File: src/rtl/core/cmfr_pkg.sv
// Shared types and constants for the CAN mailbox filter rotator.
`timescale 1ns / 1ps
package cmfr_pkg;
	localparam int MAILBOXES    = 16;
	localparam int MAX_MESSAGES = 64;

	localparam logic [1:0] OP_LOAD   = 2'd0;
	localparam logic [1:0] OP_RX     = 2'd1;
	localparam logic [1:0] OP_ASSIGN = 2'd2;

	typedef struct packed {
		logic [1:0]  op;
		logic [3:0]  mbox;
		logic [5:0]  entry_index;
		logic [10:0] entry_id;
		logic [14:0] entry_reload;
		logic [3:0]  entry_dlc;
	} cmd_t;

	typedef struct packed {
		logic [3:0]  out_mailbox;
		logic        assigned;
		logic [10:0] assigned_id;
		logic [3:0]  assigned_dlc;
		logic [5:0]  assigned_entry;
		logic [5:0]  rx_entry;
		logic [31:0] entry0_count;
		logic [31:0] total_count;
	} res_t;

	typedef enum logic [2:0] {
		ST_IDLE, ST_RD, ST_SCAN, ST_DONE
	} state_t;
endpackage

File: src/rtl/core/cmfr_fifo.sv
// Small word queue between front and back.
`timescale 1ns / 1ps
module cmfr_fifo #(
	parameter int W = 8
) (
	input  logic         clk,
	input  logic         arst_n,
	input  logic         wr,
	input  logic [W-1:0] wdata,
	output logic         full,
	input  logic         rd,
	output logic [W-1:0] rdata,
	output logic         empty
);
	logic [W-1:0] mem_q [2];
	logic [1:0] cnt_q;
	logic wp_q, rp_q;
	logic do_wr, do_rd;
	assign full  = cnt_q == 2'd2;
	assign empty = cnt_q == 2'd0;
	assign do_wr = wr && !full;
	assign do_rd = rd && !empty;
	assign rdata = mem_q[rp_q];
	always_ff @(posedge clk) begin
		if (do_wr) mem_q[wp_q] <= wdata;
	end
	always_ff @(posedge clk or negedge arst_n) begin
		if (!arst_n) begin
			cnt_q <= '0; wp_q <= 1'b0; rp_q <= 1'b0;
		end else begin
			if (do_wr) wp_q <= ~wp_q;
			if (do_rd) rp_q <= ~rp_q;
			cnt_q <= cnt_q + {1'b0, do_wr} - {1'b0, do_rd};
		end
	end
endmodule

File: src/rtl/core/cmfr_engine.sv
// Back end: table storage, round-robin mailbox assignment scan.
`timescale 1ns / 1ps
module cmfr_engine (
	input  logic              clk,
	input  logic              arst_n,
	input  logic [6:0]        num_messages,
	input  logic              cmd_valid,
	input  cmfr_pkg::cmd_t    cmd,
	output logic              cmd_take,
	output logic              res_valid,
	output cmfr_pkg::res_t    res,
	input  logic              res_full
);
	import cmfr_pkg::*;
	localparam int AW = $clog2(MAX_MESSAGES);
	localparam int MW = (MAILBOXES > 1) ? $clog2(MAILBOXES) : 1;
	localparam int NW = AW + 1;

	logic [10:0] id_mem [MAX_MESSAGES];
	logic [14:0] rl_mem [MAX_MESSAGES];
	logic [3:0]  dlc_mem [MAX_MESSAGES];
	logic [15:0] tm_mem [MAX_MESSAGES];
	logic [10:0] fid_q [MAILBOXES];
	logic [5:0]  fent_q [MAILBOXES];

	state_t state_q, state_d;
	cmd_t cmd_q;
	logic [AW-1:0] last_q, idx_q;
	logic last_vld_q;
	logic [NW-1:0] k_q, n_q;
	logic [31:0] total_q, e0_q;
	logic got_q;
	logic [5:0] rx_q, ch_q;
	logic [10:0] rid_q, aid_q;
	logic [14:0] rrl_q;
	logic [3:0] rdlc_q, adlc_q;
	logic [15:0] rtm_q;

	logic mb_ok, present, hit;
	logic [15:0] tm_dec;
	logic [NW-1:0] n_eff;
	logic [AW-1:0] start, nxt, rd_addr;
	logic [AW-1:0] rx_idx;
	logic [MW-1:0] mb;

	assign mb = cmd_q.mbox[MW-1:0];
	assign mb_ok = {1'b0, cmd_q.mbox} < 5'(MAILBOXES);
	assign n_eff = (num_messages == 7'd0) ? NW'(1) :
		(32'(num_messages) > 32'(MAX_MESSAGES)) ? NW'(MAX_MESSAGES) : NW'(num_messages);
	assign start = (last_vld_q && {1'b0, last_q} < n_eff) ?
		(({1'b0, last_q} + NW'(1) >= n_eff) ? '0 : last_q + AW'(1)) : '0;
	assign nxt = ({1'b0, idx_q} + NW'(1) >= n_q) ? '0 : idx_q + AW'(1);
	assign rx_idx = fent_q[mb][AW-1:0];
	// table read runs one entry ahead during the scan
	assign rd_addr = (state_q == ST_SCAN) ? nxt : idx_q;
	assign hit = $signed(tm_dec) <= 0;

	always_comb begin
		present = 1'b0;
		for (int m = 0; m < MAILBOXES; m++)
			if (fid_q[m] == rid_q) present = 1'b1;
		tm_dec = rtm_q;
		if (!present && rtm_q != 16'h8000) tm_dec = rtm_q - 16'd1;
	end

	always_comb begin
		state_d = state_q;
		case (state_q)
			ST_IDLE: if (cmd_valid) state_d = ST_RD;
			ST_RD: begin
				if (!(cmd_q.op inside {OP_RX, OP_ASSIGN}) || !mb_ok)
					state_d = ST_DONE;
				else state_d = ST_SCAN;
			end
			ST_SCAN: if (hit || k_q + NW'(1) >= n_q) state_d = ST_DONE;
			ST_DONE: if (!res_full) state_d = ST_IDLE;
			default: state_d = ST_IDLE;
		endcase
	end

	assign cmd_take = state_q == ST_IDLE && cmd_valid;
	assign res_valid = state_q == ST_DONE;

	always_comb begin
		res = '0;
		res.out_mailbox = cmd_q.mbox;
		res.assigned = got_q;
		if (got_q) begin
			res.assigned_id = aid_q;
			res.assigned_dlc = adlc_q;
			res.assigned_entry = ch_q;
		end
		res.rx_entry = rx_q;
		res.entry0_count = e0_q;
		res.total_count = total_q;
	end

	always_ff @(posedge clk) begin
		rid_q <= id_mem[rd_addr];
		rrl_q <= rl_mem[rd_addr];
		rdlc_q <= dlc_mem[rd_addr];
		rtm_q <= tm_mem[rd_addr];
		if (cmd_take) cmd_q <= cmd;
		if (cmd_take && cmd.op == OP_LOAD &&
			32'(cmd.entry_index) < 32'(MAX_MESSAGES)) begin
			id_mem[cmd.entry_index[AW-1:0]] <= cmd.entry_id;
			rl_mem[cmd.entry_index[AW-1:0]] <= cmd.entry_reload;
			dlc_mem[cmd.entry_index[AW-1:0]] <= cmd.entry_dlc;
			tm_mem[cmd.entry_index[AW-1:0]] <= {1'b0, cmd.entry_reload};
		end
		if (state_q == ST_SCAN)
			tm_mem[idx_q] <= hit ? {1'b0, rrl_q} : tm_dec;
	end

	always_ff @(posedge clk or negedge arst_n) begin
		if (!arst_n) begin
			state_q <= ST_IDLE;
			last_q <= '0; last_vld_q <= 1'b0;
			idx_q <= '0; k_q <= '0; n_q <= '0;
			total_q <= '0; e0_q <= '0; got_q <= 1'b0; rx_q <= '0; ch_q <= '0;
			aid_q <= '0; adlc_q <= '0;
			for (int m = 0; m < MAILBOXES; m++) begin
				fid_q[m] <= '0; fent_q[m] <= '0;
			end
		end else begin
			state_q <= state_d;
			case (state_q)
				ST_IDLE: if (cmd_valid) begin
					got_q <= 1'b0; rx_q <= '0; ch_q <= '0;
					idx_q <= start; k_q <= '0; n_q <= n_eff;
				end
				ST_RD: if (cmd_q.op == OP_RX && mb_ok) begin
					total_q <= total_q + 32'd1;
					rx_q <= fent_q[mb];
					if (rx_idx == '0) e0_q <= e0_q + 32'd1;
				end
				ST_SCAN: begin
					if (hit) begin
						got_q <= 1'b1; ch_q <= 6'(idx_q);
						aid_q <= rid_q; adlc_q <= rdlc_q;
						last_q <= idx_q; last_vld_q <= 1'b1;
						fid_q[mb] <= rid_q;
						fent_q[mb] <= 6'(idx_q);
					end
					idx_q <= nxt; k_q <= k_q + NW'(1);
				end
				default: ;
			endcase
		end
	end
endmodule

File: src/rtl/core/can_mailbox_filter_rotator.sv
// Top level: input queue, assignment engine, result queue.
//  channel | handshake      | words
//  in      | push / full    | op, mbox, entry_*
//  out     | pop / empty    | out_mailbox .. total_count
//  cfg     | cfg_we         | num_messages
// An item's time grows with the table entries scanned; the engine takes no new item until the last is done.
// The scan loop over the table, one entry per cycle, sets the rate.
// Reset clears counts, mailboxes and queues; table contents stay undefined until loaded.
// Either side may stall alone; two-word queues sit on each side of the engine.
`timescale 1ns / 1ps
module can_mailbox_filter_rotator (
	input  logic        clk,
	input  logic        arst_n,
	input  logic        cfg_we,
	input  logic [6:0]  cfg_wdata,
	input  logic        push,
	output logic        full,
	input  logic [1:0]  op,
	input  logic [3:0]  mbox,
	input  logic [5:0]  entry_index,
	input  logic [10:0] entry_id,
	input  logic [14:0] entry_reload,
	input  logic [3:0]  entry_dlc,
	input  logic        pop,
	output logic        empty,
	output logic [3:0]  out_mailbox,
	output logic        assigned,
	output logic [10:0] assigned_id,
	output logic [3:0]  assigned_dlc,
	output logic [5:0]  assigned_entry,
	output logic [5:0]  rx_entry,
	output logic [31:0] entry0_count,
	output logic [31:0] total_count
);
	import cmfr_pkg::*;
	logic [6:0] num_q;
	cmd_t cin, cout;
	res_t rin, rout;
	logic cq_empty, take, rv, rq_full;

	always_ff @(posedge clk or negedge arst_n) begin
		if (!arst_n) num_q <= 7'd1;
		else if (cfg_we) num_q <= cfg_wdata;
	end

	assign cin = '{op, mbox, entry_index, entry_id, entry_reload, entry_dlc};

	cmfr_fifo #(.W($bits(cmd_t))) u_cq (
		.clk, .arst_n, .wr(push), .wdata(cin), .full,
		.rd(take), .rdata(cout), .empty(cq_empty)
	);

	cmfr_engine u_eng (
		.clk, .arst_n, .num_messages(num_q), .cmd_valid(!cq_empty), .cmd(cout),
		.cmd_take(take), .res_valid(rv), .res(rin), .res_full(rq_full)
	);

	cmfr_fifo #(.W($bits(res_t))) u_rq (
		.clk, .arst_n, .wr(rv), .wdata(rin), .full(rq_full),
		.rd(pop), .rdata(rout), .empty
	);

	assign out_mailbox = rout.out_mailbox;
	assign assigned = rout.assigned;
	assign assigned_id = rout.assigned_id;
	assign assigned_dlc = rout.assigned_dlc;
	assign assigned_entry = rout.assigned_entry;
	assign rx_entry = rout.rx_entry;
	assign entry0_count = rout.entry0_count;
	assign total_count = rout.total_count;
endmodule
File: config.mk
export PLATFORM = sky130hd
export DESIGN_NAME = can_mailbox_filter_rotator
export DESIGN_NICKNAME = d
export VERILOG_FILES = /design/src/rtl/core/cmfr_pkg.sv /design/src/rtl/core/cmfr_fifo.sv /design/src/rtl/core/cmfr_engine.sv /design/src/rtl/core/can_mailbox_filter_rotator.sv
export SDC_FILE = /design/constraint.sdc
export NUM_CORES = 2
export LEC_CHECK = 0
export ABC_AREA = 1
export BUFFER_PORTS_ARGS = -buffer_cell sky130_fd_sc_hd__buf_2
export CORE_MARGIN = 3
export CORE_UTILIZATION = 30
export CTS_CLUSTER_SIZE = 40
export DETAILED_ROUTE_END_ITERATION = 10
export SYNTH_ARGS = -nofsm -noshare
export SYNTH_HDL_FRONTEND = slang
export SYNTH_HIERARCHICAL = 1
export SYNTH_SLANG_ARGS = --single-unit
export TNS_END_PERCENT = 10
File: constraint.sdc
create_clock -name clk -period 5.65 [get_ports clk]
set_clock_uncertainty 0.1 [all_clocks]
set_input_delay 1.13 -clock clk [delete_from_list [all_inputs] [get_ports clk]]
set_output_delay 1.13 -clock clk [all_outputs]
set_load 0.01 [all_outputs]
# Word-level counts from Yosys, hierarchy flattened
# Memory sizes are Yosys's and may differ from the RTL's. A register that Yosys moved wholly into a read port is not among the register bits.
# Cells that the tools add are included.
[totals] ff_bits=415 ram_bits=3220 inputBits=54 output_inout_bits=98 word_cells=210 n_memories=6
[mem_list] name="u_eng.tm_mem" words=64 width=16 rd=1 rd_ports_with_merged_regs=1 wr=1 line_no="cmfr_engine.sv:22" source="logic [15:0] tm_mem [MAX_MESSAGES];"
[mem_list] name="u_eng.rl_mem" words=64 width=15 rd=1 rd_ports_with_merged_regs=1 wr=1 line_no="cmfr_engine.sv:20" source="logic [14:0] rl_mem [MAX_MESSAGES];"
[mem_list] name="u_eng.id_mem" words=64 width=11 rd=1 rd_ports_with_merged_regs=1 wr=1 line_no="cmfr_engine.sv:19" source="logic [10:0] id_mem [MAX_MESSAGES];"
[mem_list] name="u_eng.dlc_mem" words=64 width=4 rd=1 rd_ports_with_merged_regs=1 wr=1 line_no="cmfr_engine.sv:21" source="logic [3:0] dlc_mem [MAX_MESSAGES];"
[mem_list] name="u_rq.mem_q" words=2 width=96 rd=1 rd_ports_with_merged_regs=0 wr=1 line_no="cmfr_fifo.sv:15" source="logic [W-1:0] mem_q [2];"
[mem_list] name="u_cq.mem_q" words=2 width=42 rd=1 rd_ports_with_merged_regs=0 wr=1 line_no="cmfr_fifo.sv:15"
[classes] add_sub_neg=12 n_lt_le_gt_ge=8 eq_ne=29 muxes=62 bitwise_logic=6 n_reduce_logical=33
[ops] op="176-bit bitwise mux" n=1
[ops] op="11-bit equality test" n=16
[ops] op="96-bit bitwise mux" n=1
[ops] op="6-bit two-way mux" n=12
[ops] op="32-bit by 1-bit adder with 32-bit output (second input constant)" n=2
[ops] op="16-bit two-way mux" n=3
[ops] op="11-bit demux with 4-bit select" n=1
[ops] op="6-bit one-hot mux with 2 select lines" n=3
[ops] op="1-bit two-way mux" n=28
[ops] op="6-bit binary-select mux with 4-bit select" n=1
[ops] op="6-bit demux with 4-bit select" n=1
[ops] op="7-bit >= comparator" n=3
[ops] op="21-bit two-way mux" n=1
[ops] op="7-bit two-way mux" n=3
[ops] op="16-bit by 1-bit <= comparator with 1-bit output (second input constant)" n=1
[ops] op="16-bit != test (second input constant)" n=1
[ops] op="16-bit OR reduction" n=1
[ops] op="16-bit by 1-bit subtractor with 16-bit output (second input constant)" n=1
[ops] op="6-bit by 1-bit adder with 7-bit output (second input constant)" n=2
[ops] op="7-bit one-hot mux with 2 select lines" n=1
[ops] op="6-bit by 1-bit adder with 6-bit output (second input constant)" n=2
[ops] op="3-bit one-hot mux with 4 select lines" n=1
[ops] op="3-bit AND reduction" n=4
[ops] op="11-bit two-way mux" n=1
[ops] op="26 further kinds" n=59

# Logic depth before layout (Yosys ltp)
[logic_depth] depth_word=24 depth_mapped=27

# By module
# Netlist, hierarchy kept.
[modules_own_cells] module="cmfr_engine" instances=1 cells_per_inst=12264 area_per_inst_um2=141991.2 seq_area_each_um2=99340.3
[modules_own_cells] module="cmfr_fifo at u_rq" instances=1 cells_per_inst=535 area_per_inst_um2=7225.7 seq_area_each_um2=5865.6
[modules_own_cells] module="cmfr_fifo at u_cq" instances=1 cells_per_inst=253 area_per_inst_um2=3320.7 seq_area_each_um2=2622.5
[modules_own_cells] module="can_mailbox_filter_rotator" instances=1 cells_per_inst=31 area_per_inst_um2=274.0 seq_area_each_um2=176.4

# Worst setup path before layout
# OpenSTA, ideal clock, no wires.
[synth_path] path_kind="reg-to-reg" startpoint="register u_eng.state_q[0]" endpoint="memory u_rq/mem_q[1][0] (netlist bit), enable pin" arrival_time_ns=4.673 slack_ns=0.326 path_stages_with_launch=4 n_path_buf=0 period_less_slack_ns=5.324 cell_sequence="dfrtp_1 > ha_1 > nand2_1 > nor2_1"
[synth_between] elab_chain_len=4
[synth_rtl] item="start, declared" line_no="cmfr_engine.sv:26" source="state_t state_q, state_d;"
[synth_rtl] item="start signal, assigned" line_no="cmfr_engine.sv:126" source="state_q <= state_d;"
[synth_rtl] item="3-bit by 2-bit equality test with 1-bit output" line_no="cmfr_engine.sv:82" source="assign res_valid = state_q == ST_DONE;"
[synth_rtl] item="named net rv" line_no="can_mailbox_filter_rotator.sv:39" source="logic cq_empty, take, rv, rq_full;"
[synth_rtl] item="1-bit logical AND" line_no="cmfr_fifo.sv:21" source="assign do_wr = wr && !full;"
[synth_rtl] item="1-bit two-way mux" line_no="cmfr_fifo.sv:25" source="if (do_wr) mem_q[wp_q] <= wdata;"
[synth_rtl] item="1-bit two-way mux (implied by the code)" line_no="cmfr_fifo.sv:25"
[synth_rtl] item="end, declared" line_no="cmfr_fifo.sv:15"
# The timed path passes the listed nets, and every way through them passes these cells.

# Worst setup path after layout
[layout_path] startpoint="register u_eng.idx_q[4]" endpoint="register u_eng.rid_q[3] (read register of u_eng.id_mem)"
[layout_between] elab_chain_len=4 elab_cells_between_ends=5
[layout_rtl] item="start, declared" line_no="cmfr_engine.sv:28" source="logic [AW-1:0] last_q, idx_q;"
[layout_rtl] item="start signal, assigned" line_no="cmfr_engine.sv:145" source="idx_q <= nxt; k_q <= k_q + NW'(1);"
[layout_rtl] item="6-bit by 1-bit adder with 7-bit output" line_no="cmfr_engine.sv:52" source="assign nxt = ({1'b0, idx_q} + NW'(1) >= n_q) ? '0 : idx_q + AW'(1);"
[layout_rtl] item="7-bit >= comparator" line_no="cmfr_engine.sv:52"
[layout_rtl] item="6-bit two-way mux" line_no="cmfr_engine.sv:52"
[layout_rtl] item="6-bit two-way mux *" line_no="cmfr_engine.sv:55" source="assign rd_addr = (state_q == ST_SCAN) ? nxt : idx_q;"
[layout_rtl] item="end, declared" line_no="cmfr_engine.sv:34" source="logic [10:0] rid_q, aid_q;"
# Mark *: on every way between the ends. The rest lies on a longest branch, timed or not.
# A chain may end at the register's enable or synchronous reset.

==> results.md <==
* Final GP Congestion at 0.860
* FF-to-FF Start: u_eng/idx_q[4]
* Crit path DAT at roughly 5.8 ns
* Post-synth EDFFs at approximately 3,200
* Clock root buffer: clkbuf_16
* Fmax at about 0.19 GHz
* Number of cell rows at 261
* Largest net degree at the start of global routing at 131
* Total power divided by cell area at 612 nW/um^2
* Post-synth top cells: 3,226 x edfxtp_1, 2,157 x nand2_1, 1,685 x inv_1
* Vias at 98,709
* Hold WS at 0.129 ns
* Synthesis-to-layout area growth at 15.3%
* Status: finished clean
* Slew at the pin closest to its max-slew limit at 1.16 ns
* Clk slew on worst S/H paths at 0.06 ns
* CTS Buffer Depth at 4
* Tcrit/Tclk final at 92.9%
* Slowest CP cell: dfrtp_1
* RSZ-0062 raised after global routing: no
* Routed len/inst at 20.8 um
* First-pass GRT wire length at between 600,000 and 700,000 um
* Total global routing overflow at 0
* Synth Flop Type: edfxtp_1
* Final-report max-slew violation count at 0
* Vias in the first global route at roughly 92,000
* Drt first pass iters at 6
* Worst path max stage delay at 0.49 ns
* Die Ht at ~720 um
* # IOs at about 150
* Worst skew pair latency at 0.96 ns
* Period minus WS final at 5.25 ns
* Crit path kind: reg -> reg
* Max_cap viols at 0
* Crit end category: flop
* Final hold violation count at 0
* Mapped Area at 153,000 um^2
* Leak at 0.0652 uW
* Initial antenna violation count at 16
* Initial DRC Count at 10,270
* Post-DP HPWL at 255,000 um
* Reg2Reg Depth at 25
* CTS resizes at 0
* Area leader, netlist: edfxtp_1
* VDD IR max at 0.943 mV
* Die area at 518,000 um^2
* NumNets Final at 13,419
* Port bufs at 151
* Share of the synthesized area in the top cell type at between 60% and 70%
* CTS Buf Count at between 300 and 400
* Async SR Flop Fraction at 11.1%
* Setup crit start: u_eng/idx_q[4]
* Via density at 4.85
* CP max FO at 35
* Clk sinks at 3,680
* Rel. slew slack at 22.2%
* H-tree levels at 5
* Post-Syn Instances at 13,083
* Hold crit path type: in -> async
* Pre-CTS setup slack at 0.478 ns
* CP required at 6.20 ns
* Largest cells by area after synthesis: edfxtp_1 63%, dfrtp_1 6.7%, nand2_1 5.3%
* Setup violations, final at 0
* Fillers at about 49,000
* Post-synthesis sequential area ratio at 70.7%
* Yosys reg bits at about 3,700
* Drt total wl at approximately 420,000 um
* CTS tree: built
* Setup TNS at 0 ns
* Startpoint type of the worst setup path: flop
* Die Width at 720 um
* Hold-fix buffers at CTS at 0
* Worst Slack Setup Final at 0.403 ns
* Count of different cell masters after synthesis at 50
* Yosys warning total at 6
* Setup bufs post-CTS at 0
* Tot GR Track Use at 15.7%
* CORE AREA at 507,000 um^2
* Routed Antenna Nets at 0
* Share of cells above drive strength 1 at 9.57%
* DRC Markers at 0
* Most frequent cell after synthesis: edfxtp_1
* Post-Syn Area per Cell at ~12 um^2
* Initial Utilization at 30.2%
==> cell families (layout without fill, tap and decap cells) <==
kind of cell | count (synthesis) | count (layout) | synth area share, %
AND/OR/NAND/NOR | 4105 | 4105 | 11.6
flip-flops | 3680 | 3680 | 70.7
AO/OA/AOI/OAI | 2518 | 2518 | 9.68
buffers and inverters | 2512 | 2993 | 6.44
XOR/XNOR | 225 | 225 | 1.29
adder cells (fa/ha/maj) | 42 | 42 | 0.344
other | 1 | 68 | 0.00245
==> layout make-up <==
class	instances	area [um^2]	area share [%]
diodes	4	10.0	0.00568
well taps	6706	8390	4.76
flip-flops and latches	3680	108000	61.3
clock buffers	498	10200	5.79
multi-input cells	6954	36000	20.5
repair buffers	618	5450	3.09
clock inverters	178	1740	0.986
inverters	1699	6410	3.64
==> metrics by stage <==
step                      utilization (%)  power [uW]  area, um^2  std cells
after detailed placement             32.4       84100      164000      19657
after global routing                 34.8      114000      176000      20336
after floorplan                         -       64500      153000      13146
after CTS                            34.8      108000      176000      20333
final                                34.8      108000      176000      20337
after global placement               32.4       83600      164000      19656
==> worst paths after layout <==
kind	end	slack, ns
setup / recovery	u_eng/rid_q[3]	0.40
hold / removal	u_rq/rp_q	0.13
setup reg to reg	u_eng/rid_q[3]	0.40
hold reg to reg	u_rq/mem_q[0][65]	0.31
max in group asynchronous	u_eng/fid_q[71]	3.95
min in group clk	u_cq/mem_q[1][29]	0.27
==> power by group <==
group	internal, uW	total [uW]	switching (uW)
combinational	12400	46300	33900
clock	13900	24200	10400
sequential	35900	37400	1480
==> placed cells by master, fill, tap and decap left out, types with 22 or more instances in the layout <==
cell | synthesis | routed
a21oi_1 | 663 | 659
a22oi_1 | 24 | 24
buf_12 | 1 | 94
buf_2 | 32 | 150
buf_4 | 27 | 372
bufinv_16 | 0 | 25
clkbuf_1 | 635 | 88
clkbuf_16 | 0 | 379
clkbuf_8 | 0 | 25
clkinv_1 | 1 | 66
clkinv_2 | 0 | 56
conb_1 | 1 | 64
dfrtp_1 | 407 | 405
dfxtp_1 | 46 | 46
edfxtp_1 | 3226 | 3226
ha_1 | 42 | 41
inv_1 | 1685 | 1680
nand2_1 | 2157 | 2127
nand2_2 | 1 | 31
nand3_1 | 1562 | 1547
nand3_4 | 7 | 22
nand4_1 | 25 | 25
nor2_1 | 293 | 227
nor2_4 | 1 | 67
nor3_1 | 26 | 25
o211ai_1 | 828 | 828
o21ai_0 | 922 | 919
o21ai_1 | 49 | 50
xnor2_1 | 140 | 140
xor2_1 | 85 | 85
==> state kept, by name, indices dropped and copies added (netlist names), 7 cells and up <==
signal	cells
u_eng/tm_mem	1024
u_eng/rl_mem	960
u_eng/id_mem	704
u_eng/dlc_mem	256
u_rq/mem_q	192
u_eng/fid_q	176
u_eng/fent_q	96
u_cq/mem_q	84
u_eng/e0_q	32
u_eng/total_q	32
u_eng/rtm_q	16
u_eng/rrl_q	15
u_eng/aid_q	11
u_eng/rid_q	11
num_q	7
u_eng/k_q	7
u_eng/n_q	7
==> layer usage <==
metal	share of wire, %	up-vias	GRT usage (%)	wire length [um]
li1	-	46215	-	-
met4	3.9	0	5.75	16600
met1	42	48497	21.3	179000
met3	6.6	615	2.11	27900
met5	0	-	0	0
met2	47	3382	25.8	199000
==> worst max-delay path: cells and delay by family (launching register included) <==
kind | cells | cell delay, ns
and+or+nand+nor | 10 | 1.54
AOI/OAI and AO/OA | 6 | 0.58
buffers and inverters | 8 | 1.84
adders and majority gates | 1 | 0.31
DFF | 1 | 0.49
No activity file was read; power rests on OpenSTA's default activity.
